===== config.mk =====
export PLATFORM = sky130hd
export DESIGN_NAME = cmd_chunk_loader_parser_core
export DESIGN_NICKNAME = d
export VERILOG_FILES = /design/src/hw/rtl/ccl_pkg.sv /design/src/hw/rtl/ccl_parser.sv /design/src/hw/rtl/cmd_chunk_loader_parser_core.sv
export SDC_FILE = /design/constraint.sdc
export NUM_CORES = 1
export LEC_CHECK = 0
export ABC_AREA = 1
export BUFFER_PORTS_ARGS = -buffer_cell sky130_fd_sc_hd__buf_2
export CORE_ASPECT_RATIO = 1.2
export CORE_MARGIN = 5
export CORE_UTILIZATION = 55
export CTS_BUF_LIST = sky130_fd_sc_hd__clkbuf_4 sky130_fd_sc_hd__clkbuf_8
export CTS_CLUSTER_DIAMETER = 50
export DETAILED_ROUTE_END_ITERATION = 8
export PLACE_DENSITY = 0.77
export SLEW_MARGIN = 0
export SYNTH_ARGS = -nofsm -noshare
export SYNTH_HDL_FRONTEND = slang
export SYNTH_HIERARCHICAL = 1
export SYNTH_SLANG_ARGS = --single-unit

===== constraint.sdc =====
create_clock -name clk -period 3.8 [get_ports clk]
set_input_delay 0.57 -clock clk [delete_from_list [all_inputs] [get_ports clk]]
set_output_delay 0.57 -clock clk [all_outputs]
set_load 0.005 [all_outputs]

===== src/hw/rtl/ccl_pkg.sv =====
// Shared types and constants for the command file chunk parser.
package ccl_pkg;

    localparam logic [7:0] TYPE_LOAD = 8'h01;
    localparam logic [7:0] TYPE_XFER = 8'h02;
    localparam logic [7:0] TYPE_HDR  = 8'h05;

    typedef enum logic [2:0] {
        PH_TYPE = 3'd0,
        PH_LEN  = 3'd1,
        PH_ALO  = 3'd2,
        PH_AHI  = 3'd3,
        PH_DATA = 3'd4,
        PH_SKIP = 3'd5
    } phase_t;

    typedef enum logic [1:0] {
        KIND_NONE = 2'd0,
        KIND_LOAD = 2'd1,
        KIND_XFER = 2'd2,
        KIND_HDR  = 2'd3
    } kind_t;

    typedef enum logic [2:0] {
        EVK_WRITE   = 3'd0,
        EVK_JUMP    = 3'd1,
        EVK_RUNOFF  = 3'd2,
        EVK_UNKNOWN = 3'd3,
        EVK_TRUNC   = 3'd4
    } evk_t;

    typedef struct packed {
        evk_t        kind;
        logic [15:0] addr;
        logic [7:0]  data;
        logic        last;
    } ccl_event_t;

    typedef struct packed {
        logic [1:0] count;
        ccl_event_t first;
        ccl_event_t second;
    } ccl_step_t;

endpackage


===== src/hw/rtl/ccl_parser.sv =====
// Chunk parser state and the events that one file byte produces.
module ccl_parser
    import ccl_pkg::*;
(
    input  logic       clk,
    input  logic       rst_n,
    input  logic       step,
    input  logic [7:0] file_byte,
    input  logic       final_byte,
    output ccl_step_t  result
);

    phase_t      phase_reg, phase_next;
    kind_t       kind_reg, kind_next;
    logic [8:0]  left_reg, left_next;
    logic [15:0] addr_reg, addr_next;
    logic        stopped_reg, stopped_next;

    logic        main_v;
    ccl_event_t  main_ev;
    logic        fin_v;
    ccl_event_t  fin_ev;
    logic [8:0]  left_dec;
    logic [8:0]  left_dec2;

    always_ff @(posedge clk or negedge rst_n)
    begin
        if (!rst_n)
        begin
            phase_reg   <= PH_TYPE;
            kind_reg    <= KIND_NONE;
            left_reg    <= 9'd0;
            addr_reg    <= 16'd0;
            stopped_reg <= 1'b0;
        end
        else if (step)
        begin
            phase_reg   <= phase_next;
            kind_reg    <= kind_next;
            left_reg    <= left_next;
            addr_reg    <= addr_next;
            stopped_reg <= stopped_next;
        end
    end

    always_comb
    begin
        left_dec     = left_reg - 9'd1;
        left_dec2    = left_reg - 9'd2;
        phase_next   = phase_reg;
        kind_next    = kind_reg;
        left_next    = left_reg;
        addr_next    = addr_reg;
        stopped_next = stopped_reg;
        main_v       = 1'b0;
        main_ev      = '{kind: EVK_WRITE, addr: 16'd0, data: 8'd0, last: 1'b0};

        if (!stopped_reg)
        begin
            unique case (phase_reg)
                PH_TYPE:
                begin
                    unique case (file_byte)
                        TYPE_LOAD:
                        begin
                            kind_next  = KIND_LOAD;
                            phase_next = PH_LEN;
                        end
                        TYPE_XFER:
                        begin
                            kind_next  = KIND_XFER;
                            phase_next = PH_LEN;
                        end
                        TYPE_HDR:
                        begin
                            kind_next  = KIND_HDR;
                            phase_next = PH_LEN;
                        end
                        default:
                        begin
                            kind_next    = KIND_NONE;
                            main_v       = 1'b1;
                            main_ev.kind = EVK_UNKNOWN;
                            stopped_next = 1'b1;
                        end
                    endcase
                end
                PH_LEN:
                begin
                    unique case (kind_reg)
                        KIND_LOAD:
                        begin
                            // Load lengths of 0 to 2 wrap round: 256 is added to them.
                            left_next  = {(file_byte <= 8'd2), file_byte};
                            phase_next = PH_ALO;
                        end
                        KIND_HDR:
                        begin
                            left_next  = (file_byte == 8'd0) ? 9'd256 : {1'b0, file_byte};
                            phase_next = PH_SKIP;
                        end
                        default:
                        begin
                            left_next  = {1'b0, file_byte};
                            phase_next = PH_ALO;
                        end
                    endcase
                end
                PH_ALO:
                begin
                    addr_next  = {8'd0, file_byte};
                    phase_next = PH_AHI;
                end
                PH_AHI:
                begin
                    addr_next = {file_byte, addr_reg[7:0]};
                    if (kind_reg == KIND_LOAD)
                    begin
                        left_next  = left_dec2;
                        phase_next = (left_dec2 == 9'd0) ? PH_TYPE : PH_DATA;
                    end
                    else
                    begin
                        main_v       = 1'b1;
                        main_ev.kind = EVK_JUMP;
                        main_ev.addr = {file_byte, addr_reg[7:0]};
                        stopped_next = 1'b1;
                        phase_next   = PH_TYPE;
                    end
                end
                PH_DATA:
                begin
                    main_v       = 1'b1;
                    main_ev.addr = addr_reg;
                    main_ev.data = file_byte;
                    addr_next    = addr_reg + 16'd1;
                    left_next    = left_dec;
                    if (left_dec == 9'd0)
                    begin
                        phase_next = PH_TYPE;
                    end
                end
                PH_SKIP:
                begin
                    left_next = left_dec;
                    if (left_dec == 9'd0)
                    begin
                        phase_next = PH_TYPE;
                    end
                end
                default:
                begin
                    phase_next = PH_TYPE;
                end
            endcase
        end

        fin_v       = final_byte && !stopped_next;
        fin_ev      = '{kind: EVK_RUNOFF, addr: 16'd0, data: 8'd0, last: 1'b1};
        if (phase_next != PH_TYPE)
        begin
            fin_ev.kind = EVK_TRUNC;
        end

        // The last byte of a file returns the parser to its reset state.
        if (final_byte)
        begin
            phase_next   = PH_TYPE;
            kind_next    = KIND_NONE;
            left_next    = 9'd0;
            addr_next    = 16'd0;
            stopped_next = 1'b0;
        end

        main_ev.last  = !fin_v;
        result.count  = {1'b0, main_v} + {1'b0, fin_v};
        result.first  = main_v ? main_ev : fin_ev;
        result.second = fin_ev;
    end

endmodule


===== src/hw/rtl/cmd_chunk_loader_parser_core.sv =====
// Top level of the command file chunk parser: byte stream in, event stream out.
//
//  channel   dir  tdata                          tuser         tlast
//  s_axis    in   [7:0] file_byte                -             final_byte
//  m_axis    out  [15:0] target_address,         [2:0] kind    last_of_run
//                 [23:16] write_data
//
// One byte is accepted per cycle while s_tready is high; the parser state is
// updated in the same cycle. Both events of a byte that yields two enter the
// queue together. The output takes one event per cycle while m_tready is high,
// and the four-entry event queue absorbs the extra one. s_tready is high while
// the queue has room for two events. Reset clears the parser state and empties
// the queue; a stalled output only holds back input once three events are waiting.
module cmd_chunk_loader_parser_core
    import ccl_pkg::*;
(
    input  logic        clk,
    input  logic        rst_n,
    input  logic        s_tvalid,
    output logic        s_tready,
    input  logic [7:0]  s_tdata,   // [7:0] file_byte
    input  logic        s_tlast,
    output logic        m_tvalid,
    input  logic        m_tready,
    output logic [23:0] m_tdata,   // [15:0] target_address, [23:16] write_data
    output logic [2:0]  m_tuser,   // [2:0] event_kind
    output logic        m_tlast
);

    logic        s_accept;
    logic        m_accept;
    ccl_step_t   step_res;

    ccl_event_t  queue_reg [4];
    logic [1:0]  wr_reg, rd_reg;
    logic [2:0]  count_reg;
    logic [1:0]  push_n;
    ccl_event_t  head;

    assign s_tready = (count_reg <= 3'd2);
    assign s_accept = s_tvalid && s_tready;
    assign m_tvalid = (count_reg != 3'd0);
    assign m_accept = m_tvalid && m_tready;
    assign push_n   = s_accept ? step_res.count : 2'd0;

    ccl_parser u_parser (
        .clk        (clk),
        .rst_n      (rst_n),
        .step       (s_accept),
        .file_byte  (s_tdata),
        .final_byte (s_tlast),
        .result     (step_res)
    );

    always_ff @(posedge clk or negedge rst_n)
    begin
        if (!rst_n)
        begin
            wr_reg    <= 2'd0;
            rd_reg    <= 2'd0;
            count_reg <= 3'd0;
        end
        else
        begin
            wr_reg    <= wr_reg + push_n;
            rd_reg    <= rd_reg + {1'b0, m_accept};
            count_reg <= count_reg + {1'b0, push_n} - {2'b00, m_accept};
        end
    end

    always_ff @(posedge clk)
    begin
        if (push_n != 2'd0)
        begin
            queue_reg[wr_reg] <= step_res.first;
        end
        if (push_n == 2'd2)
        begin
            queue_reg[wr_reg + 2'd1] <= step_res.second;
        end
    end

    assign head    = queue_reg[rd_reg];
    assign m_tdata = {head.data, head.addr};
    assign m_tuser = head.kind;
    assign m_tlast = head.last;

    property p_queue_bound;
        @(posedge clk) disable iff (!rst_n) count_reg <= 3'd4;
    endproperty
    a_queue_bound: assert property (p_queue_bound)
        else $error("event queue count out of range");

    property p_two_only_at_end;
        @(posedge clk) disable iff (!rst_n)
            (s_accept && step_res.count == 2'd2) |-> s_tlast;
    endproperty
    a_two_only_at_end: assert property (p_two_only_at_end)
        else $error("two events from a byte that is not the last of the file");

    property p_non_write_last;
        @(posedge clk) disable iff (!rst_n)
            (m_tvalid && m_tuser != EVK_WRITE) |-> m_tlast;
    endproperty
    a_non_write_last: assert property (p_non_write_last)
        else $error("jump or error event not marked last of its run");

    property p_error_zero;
        @(posedge clk) disable iff (!rst_n)
            (m_tvalid && (m_tuser == EVK_RUNOFF || m_tuser == EVK_TRUNC
                          || m_tuser == EVK_UNKNOWN)) |-> (m_tdata == 24'd0);
    endproperty
    a_error_zero: assert property (p_error_zero)
        else $error("error event carries address or data");

endmodule

==> results of run 1 <==
metrics by stage:
step | power (W) | hold WS [ns] | setup WS [ns]
floorplan | 0.00461 | 0.274 | 0.518
global placement | 0.00565 | 0.514 | 0.416
detailed placement | 0.00571 | 0.516 | 0.349
CTS | 0.00689 | 0.247 | 0.584
global route | 0.00738 | 0.276 | 0.233
finish | 0.00691 | 0.234 | 0.576
layout by cell type, fill, tap and decap left out, drive strengths merged, types with 26 or more instances in the layout:
cell | synthesis | routed
buf | 62 | 64
conb | 2 | 26
dfrtp | 38 | 38
edfxtp | 112 | 112
inv | 109 | 110
nand2 | 215 | 215
nand3 | 144 | 144
nor2 | 122 | 122
o21ai | 96 | 96
o21bai | 113 | 113
o22ai | 43 | 43
cell families after synthesis:
logic type      Yosys count  share of synthesized area (%)
other cells               2                         0.0777
buf+inv                 209                           9.72
simple gates            513                           23.2
xor+xnor                  6                          0.544
fa+ha+maj                14                           1.89
compound gates          299                           20.0
flops                   150                           44.6
critical path: stages, from the launching register on:
cell,delay (ns)
dfrtp_1,0.54
nor2_1,0.11
nand2_2,0.27
inv_2,0.09
a21oi_4,0.27
a21oi_2,0.15
ha_1,0.36
inv_1,0.08
o21ai_0,0.35
nand2_1,0.09
nand2_1,0.36
buf_4,0.25
where the power goes:
part	internal [W]	total (W)	switching, W	leakage (nW)
Combinational	0.00102	0.00337	0.00235	2.63
Sequential	0.00215	0.00235	0.000196	1.53
Clock	0.000582	0.00119	0.000607	0.185
layer usage:
metal	vias to the layer above	track usage (%)	wire length, um
met5	-	0	0
met4	0	11.2	866
met3	65	4.12	1750
met2	360	43.2	12800
met1	3986	33.4	10400
li1	4065	-	-
how the worst max path moves through the flow:
stage | startpoint | end | cells past startpoint
floorplan | s_tdata[5] | queue_reg[0][0]$_DFFE_PP_ | 14
global placement | s_tdata[7] | count_reg[2]$_DFF_PN0_ | 18
detailed placement | s_tdata[3] | queue_reg[0][4]$_DFFE_PP_ | 15
CTS | u_parser/phase_reg[1]$_DFFE_PN0P_ | queue_reg[0][27]$_DFFE_PP_ | 11
global route | u_parser/phase_reg[1]$_DFFE_PN0P_ | queue_reg[0][13]$_DFFE_PP_ | 11
finish | u_parser/phase_reg[1]$_DFFE_PN0P_ | queue_reg[0][27]$_DFFE_PP_ | 11
final cells by class:
cell class	instances	area [um2]	area share, %
multi-input cells	858	4510	43.6
flip-flops and latches	150	4310	41.8
repair buffers	64	438	4.24
inverters	110	413	4.00
well taps	220	275	2.67
clock buffers	18	241	2.34
clock inverters	14	135	1.31
==> impl_metrics.tcl, run 1 <==
set metrics [dict create \
    die_x_um 131 \
    ys_seq_elements 150 \
    initialDrtViolationCount 814 \
    p_per_area_mw_per_mm2 669 \
    synth_edf_count 112 \
    grt_max_degree 113 \
    clk_path_buf_depth 2 \
    core_mm2 0.0174 \
    instances_no_fill 1434 \
    numCtsBuffers 17 \
    r2r_cells 11 \
    ant_nets 0 \
    startpoint_type "register" \
    cts_hold_buffers 0 \
    cts.clk_slew.worst_paths_ns 0.08 \
    pin_count 43 \
    syn_area_mm2 0.00966 \
    crit_type "reg2reg" \
    ys_types 43 \
    yosysSeqAreaShare_pct 44.6 \
    port_buffers 42 \
    first_pass_iters 5 \
    finalSetupViolCount 0 \
    cts_root_buf "clkbuf_8" \
    rsz0062_at_grt "no" \
    numClockSinks 150 \
    place_inst 1402 \
    postCtsResizedCells 0 \
    hold_viol 0 \
    insertion_delay_ns 0.46 \
    num_vias 8476 \
    status "complete, no violations" \
    vdd_drop_max_mv 0.521 \
    grt-ovfl-total 0 \
    post-dp-hpwl_um 16800 \
    fin_util_pct 59.4 \
    static-leakage-power_nw 4.34 \
    fin_tns_setup_ns 0 \
    design_area_mm2 0.0103 \
    yosys.area.top_type_share_pct 34.8 \
    yosys-top-cells-count "213 x nand2_1, 142 x nand3_1, 113 x o21bai_1, 112 x edfxtp_1, 112 x nor2_1" \
    synthCells 1193 \
    area_delta_synth_final_pct 6.81 \
    grt_pass1_vias 8115 \
    r2r_end "queue_reg[0][27]$_DFFE_PP_" \
    vias_per_cell 5.91 \
    synth_top_area_cell "edfxtp_1" \
    fin_crit_ns 3.22 \
    start_util_pct 55.6 \
    arrival_ns 3.39 \
    postCtsSetupBuffers 0 \
    dieHeight_um 155 \
    antenna_found_initial 0 \
    r2r-start "u_parser/phase_reg[1]$_DFFE_PN0P_" \
    drc_errors 0 \
    critPathRequiredTime_ns 3.97 \
    cts_tree "done" \
    synthFlopType "edfxtp_1" \
    timing.final.crit_share_pct 84.8 \
    r2r_setup_slack_ns 0.58 \
    wl_um 25800 \
    max_slew.worst_pin.slew_ns 0.949 \
    rows 53 \
    final_net_count 1228 \
    maxSlewViolCount 0 \
    grt_pass1_wl_um 41500 \
    placed_area_mm2 0.00995 \
    h-tree-depth 4 \
    gp_congestion 0.930 \
    postSynthAreaPerCell_um2 8.10 \
    cp-end-kind "register" \
    worstHoldPathType "in2async" \
    largest_reg_flops 112 \
    die_area_mm2 0.0203 \
    max_slew_margin_pct 36.7 \
    async_reset_ff_share_pct 25.3 \
    fmax_mhz 310 \
    cp_max_fo 16 \
    synth.most_common_cell "nand2_1" \
    antenna_cells 0 \
    fin_skew_ns 0.0118 \
    drive_gt1_share_pct 10.9 \
    nFillCells 1524 \
    post_drt_wl_per_cell_um 18.0 \
    track_usage_pct 26.0 \
    max_cap_viol_count 0 \
    synthTopCellsByArea "edfxtp_1 35%, dfrtp_1 9.8%, o21bai_1 8.8%" \
    yosysWarnings 6 \
]
Power figures use the tool's default switching activity.
==> run 2: changes to the inputs <==
clock period = 3.3 ns   (was 3.8 ns; I/O delays follow)
==> impl_metrics.tcl, run 2 (synthesized netlist as in run 1, its figures left out) <==
set metrics [dict create \
    status "complete, no violations" \
    initialDrtViolationCount 766 \
    fin_total_pwr_w 0.00844 \
    gp_congestion 0.951 \
    core_mm2 0.0174 \
    largest_reg_flops 112 \
    p_sw_w 0.00376 \
    rsz0062_at_grt "no" \
    r2r_cells 17 \
    area_delta_synth_final_pct 9.80 \
    max_cap_viol_count 0 \
    numCtsBuffers 17 \
    vdd_drop_max_mv 0.421 \
    postCtsResizedCells 0 \
    arrival_ns 3.35 \
    timing.final.crit_share_pct 91.0 \
    die_x_um 131 \
    startpoint_type "register" \
    port_buffers 42 \
    die_area_mm2 0.0203 \
    critPathRequiredTime_ns 3.65 \
    max_slew_margin_pct 38.8 \
    max_slew.worst_pin.slew_ns 0.918 \
    power_frac_seq_pct 31.9 \
    worstHoldPathType "in2async" \
    fin_hold_ws_ns 0.163 \
    hold_viol 0 \
    drive_gt1_share_pct 12.8 \
    crit_type "reg2reg" \
    cts_hold_buffers 0 \
    intPower_w 0.00468 \
    p_sw_share_pct 44.6 \
    grt_max_degree 113 \
    rows 53 \
    cp-end-kind "register" \
    final_net_count 1252 \
    vias_per_cell 5.97 \
    fin_tns_setup_ns 0 \
    drc_errors 0 \
    fin_skew_ns 0.0143 \
    static-leakage-power_nw 4.51 \
    cts_root_buf "clkbuf_8" \
    p_per_area_mw_per_mm2 796 \
    combPwrFrac_pct 48.1 \
    antenna_cells 0 \
    layout_commonest_cell "nand2_1" \
    clk_path_buf_depth 2 \
    grt_pass1_wl_um 42800 \
    cts_tree "done" \
    fmax_mhz 333 \
    grt-ovfl-total 0 \
    place_inst 1426 \
    finalSetupViolCount 0 \
    antenna_found_initial 0 \
    pwr-share-clk_pct 20.0 \
    instances_no_fill 1458 \
    ant_nets 0 \
    pin_count 43 \
    insertion_delay_ns 0.46 \
    numClockSinks 150 \
    maxSlewViolCount 0 \
    first_pass_iters 5 \
    cp_max_fo 5 \
    post_drt_wl_per_cell_um 18.0 \
    cts.clk_slew.worst_paths_ns 0.09 \
    dieHeight_um 155 \
    post-dp-hpwl_um 16700 \
    num_vias 8711 \
    fin_util_pct 61.1 \
    mostFrequentLayoutCells "213 x nand2_1, 142 x nand3_1, 113 x o21bai_1" \
    nFillCells 1514 \
    h-tree-depth 4 \
    postCtsSetupBuffers 0 \
    start_util_pct 55.6 \
    wl_um 26200 \
    grt_pass1_vias 8474 \
    fin_crit_ns 3.00 \
    track_usage_pct 26.7 \
]
## run 2: cell types whose count changed in the layout (fill, tap and decap cells not counted)
cell        delta
clkinv_1       -3
clkinv_2       -3
buf_12         +1
clkinvlp_4     -2
clkbuf_4       -1
inv_8          +1
bufinv_16      +3
clkinv_4       +1
buf_4         +23
inv_6          +4
## run 2: power groups by stage
stage / logic (W) / clock network (W) / registers, W
final: 0.00406 / 0.00169 / 0.00269
after floorplan: 0.00261 / 0 / 0.00270
after CTS: 0.00403 / 0.00171 / 0.00269
after global routing: 0.00447 / 0.00179 / 0.00273
after global placement: 0.00395 / 0 / 0.00272
after detailed placement: 0.00401 / 0 / 0.00273
## run 2: path summary, 6_finish.rpt
check	start	to	slack, ns
max	u_parser/phase_reg[2]$_DFFE_PN0P_	count_reg[2]$_DFF_PN0_	0.30
min	rst_n	u_parser/addr_reg[14]$_DFFE_PN0P_	0.16
max reg2reg	u_parser/phase_reg[2]$_DFFE_PN0P_	count_reg[2]$_DFF_PN0_	0.30
min reg2reg	u_parser/kind_reg[1]$_DFFE_PN0P_	u_parser/kind_reg[1]$_DFFE_PN0P_	0.55
max in group asynchronous	rst_n	count_reg[0]$_DFF_PN0_	2.56
min in group clk	s_tdata[0]	u_parser/addr_reg[0]$_DFFE_PN0P_	0.37
## run 2: metal layers
layer | share of wire [%] | up-vias | track usage (%)
met2 | 50 | 447 | 45.0
met1 | 38 | 4063 | 33.3
met3 | 8.3 | 86 | 4.91
met5 | 0 | - | 0
met4 | 3.8 | 0 | 11.8
li1 | - | 4115 | -
## run 2: area by class of cell
cell class              instances  area, um2  share of cell area (%)
clock inverters                15        239                    2.25
inverters                     110        413                    3.89
well taps                     220        275                    2.59
repair buffers                 88        631                    5.94
clock buffers                  17        234                    2.20
multi-input cells             858       4510                    42.5
flip-flops and latches        150       4310                    40.7
## run 2: per-stage QoR
| step | cell area (um2) | setup WS (ns) |
|---|---|---|
| 2_1_floorplan | 9750 | 0.0928 |
| 3_3_place_gp | 10100 | 0.0951 |
| 3_5_place_dp | 10100 | -0.0211 |
| 4_1_cts | 10600 | 0.282 |
| 5_1_grt | 10600 | 0.0325 |
| 6_report | 10600 | 0.297 |
## run 2: worst max-delay path: stages, from the launching register on
cell     delay, ns
dfrtp_1       0.44
inv_2         0.15
nand2_1       0.12
nor2_4        0.11
inv_2         0.04
o21ai_0       0.14
inv_1         0.09
nand2_1       0.09
nor2_1        0.07
ha_1          0.33
inv_1         0.08
nor2_1        0.15
inv_1         0.06
ha_1          0.27
inv_1         0.05
ha_1          0.19
fa_1          0.38
xnor2_1       0.13
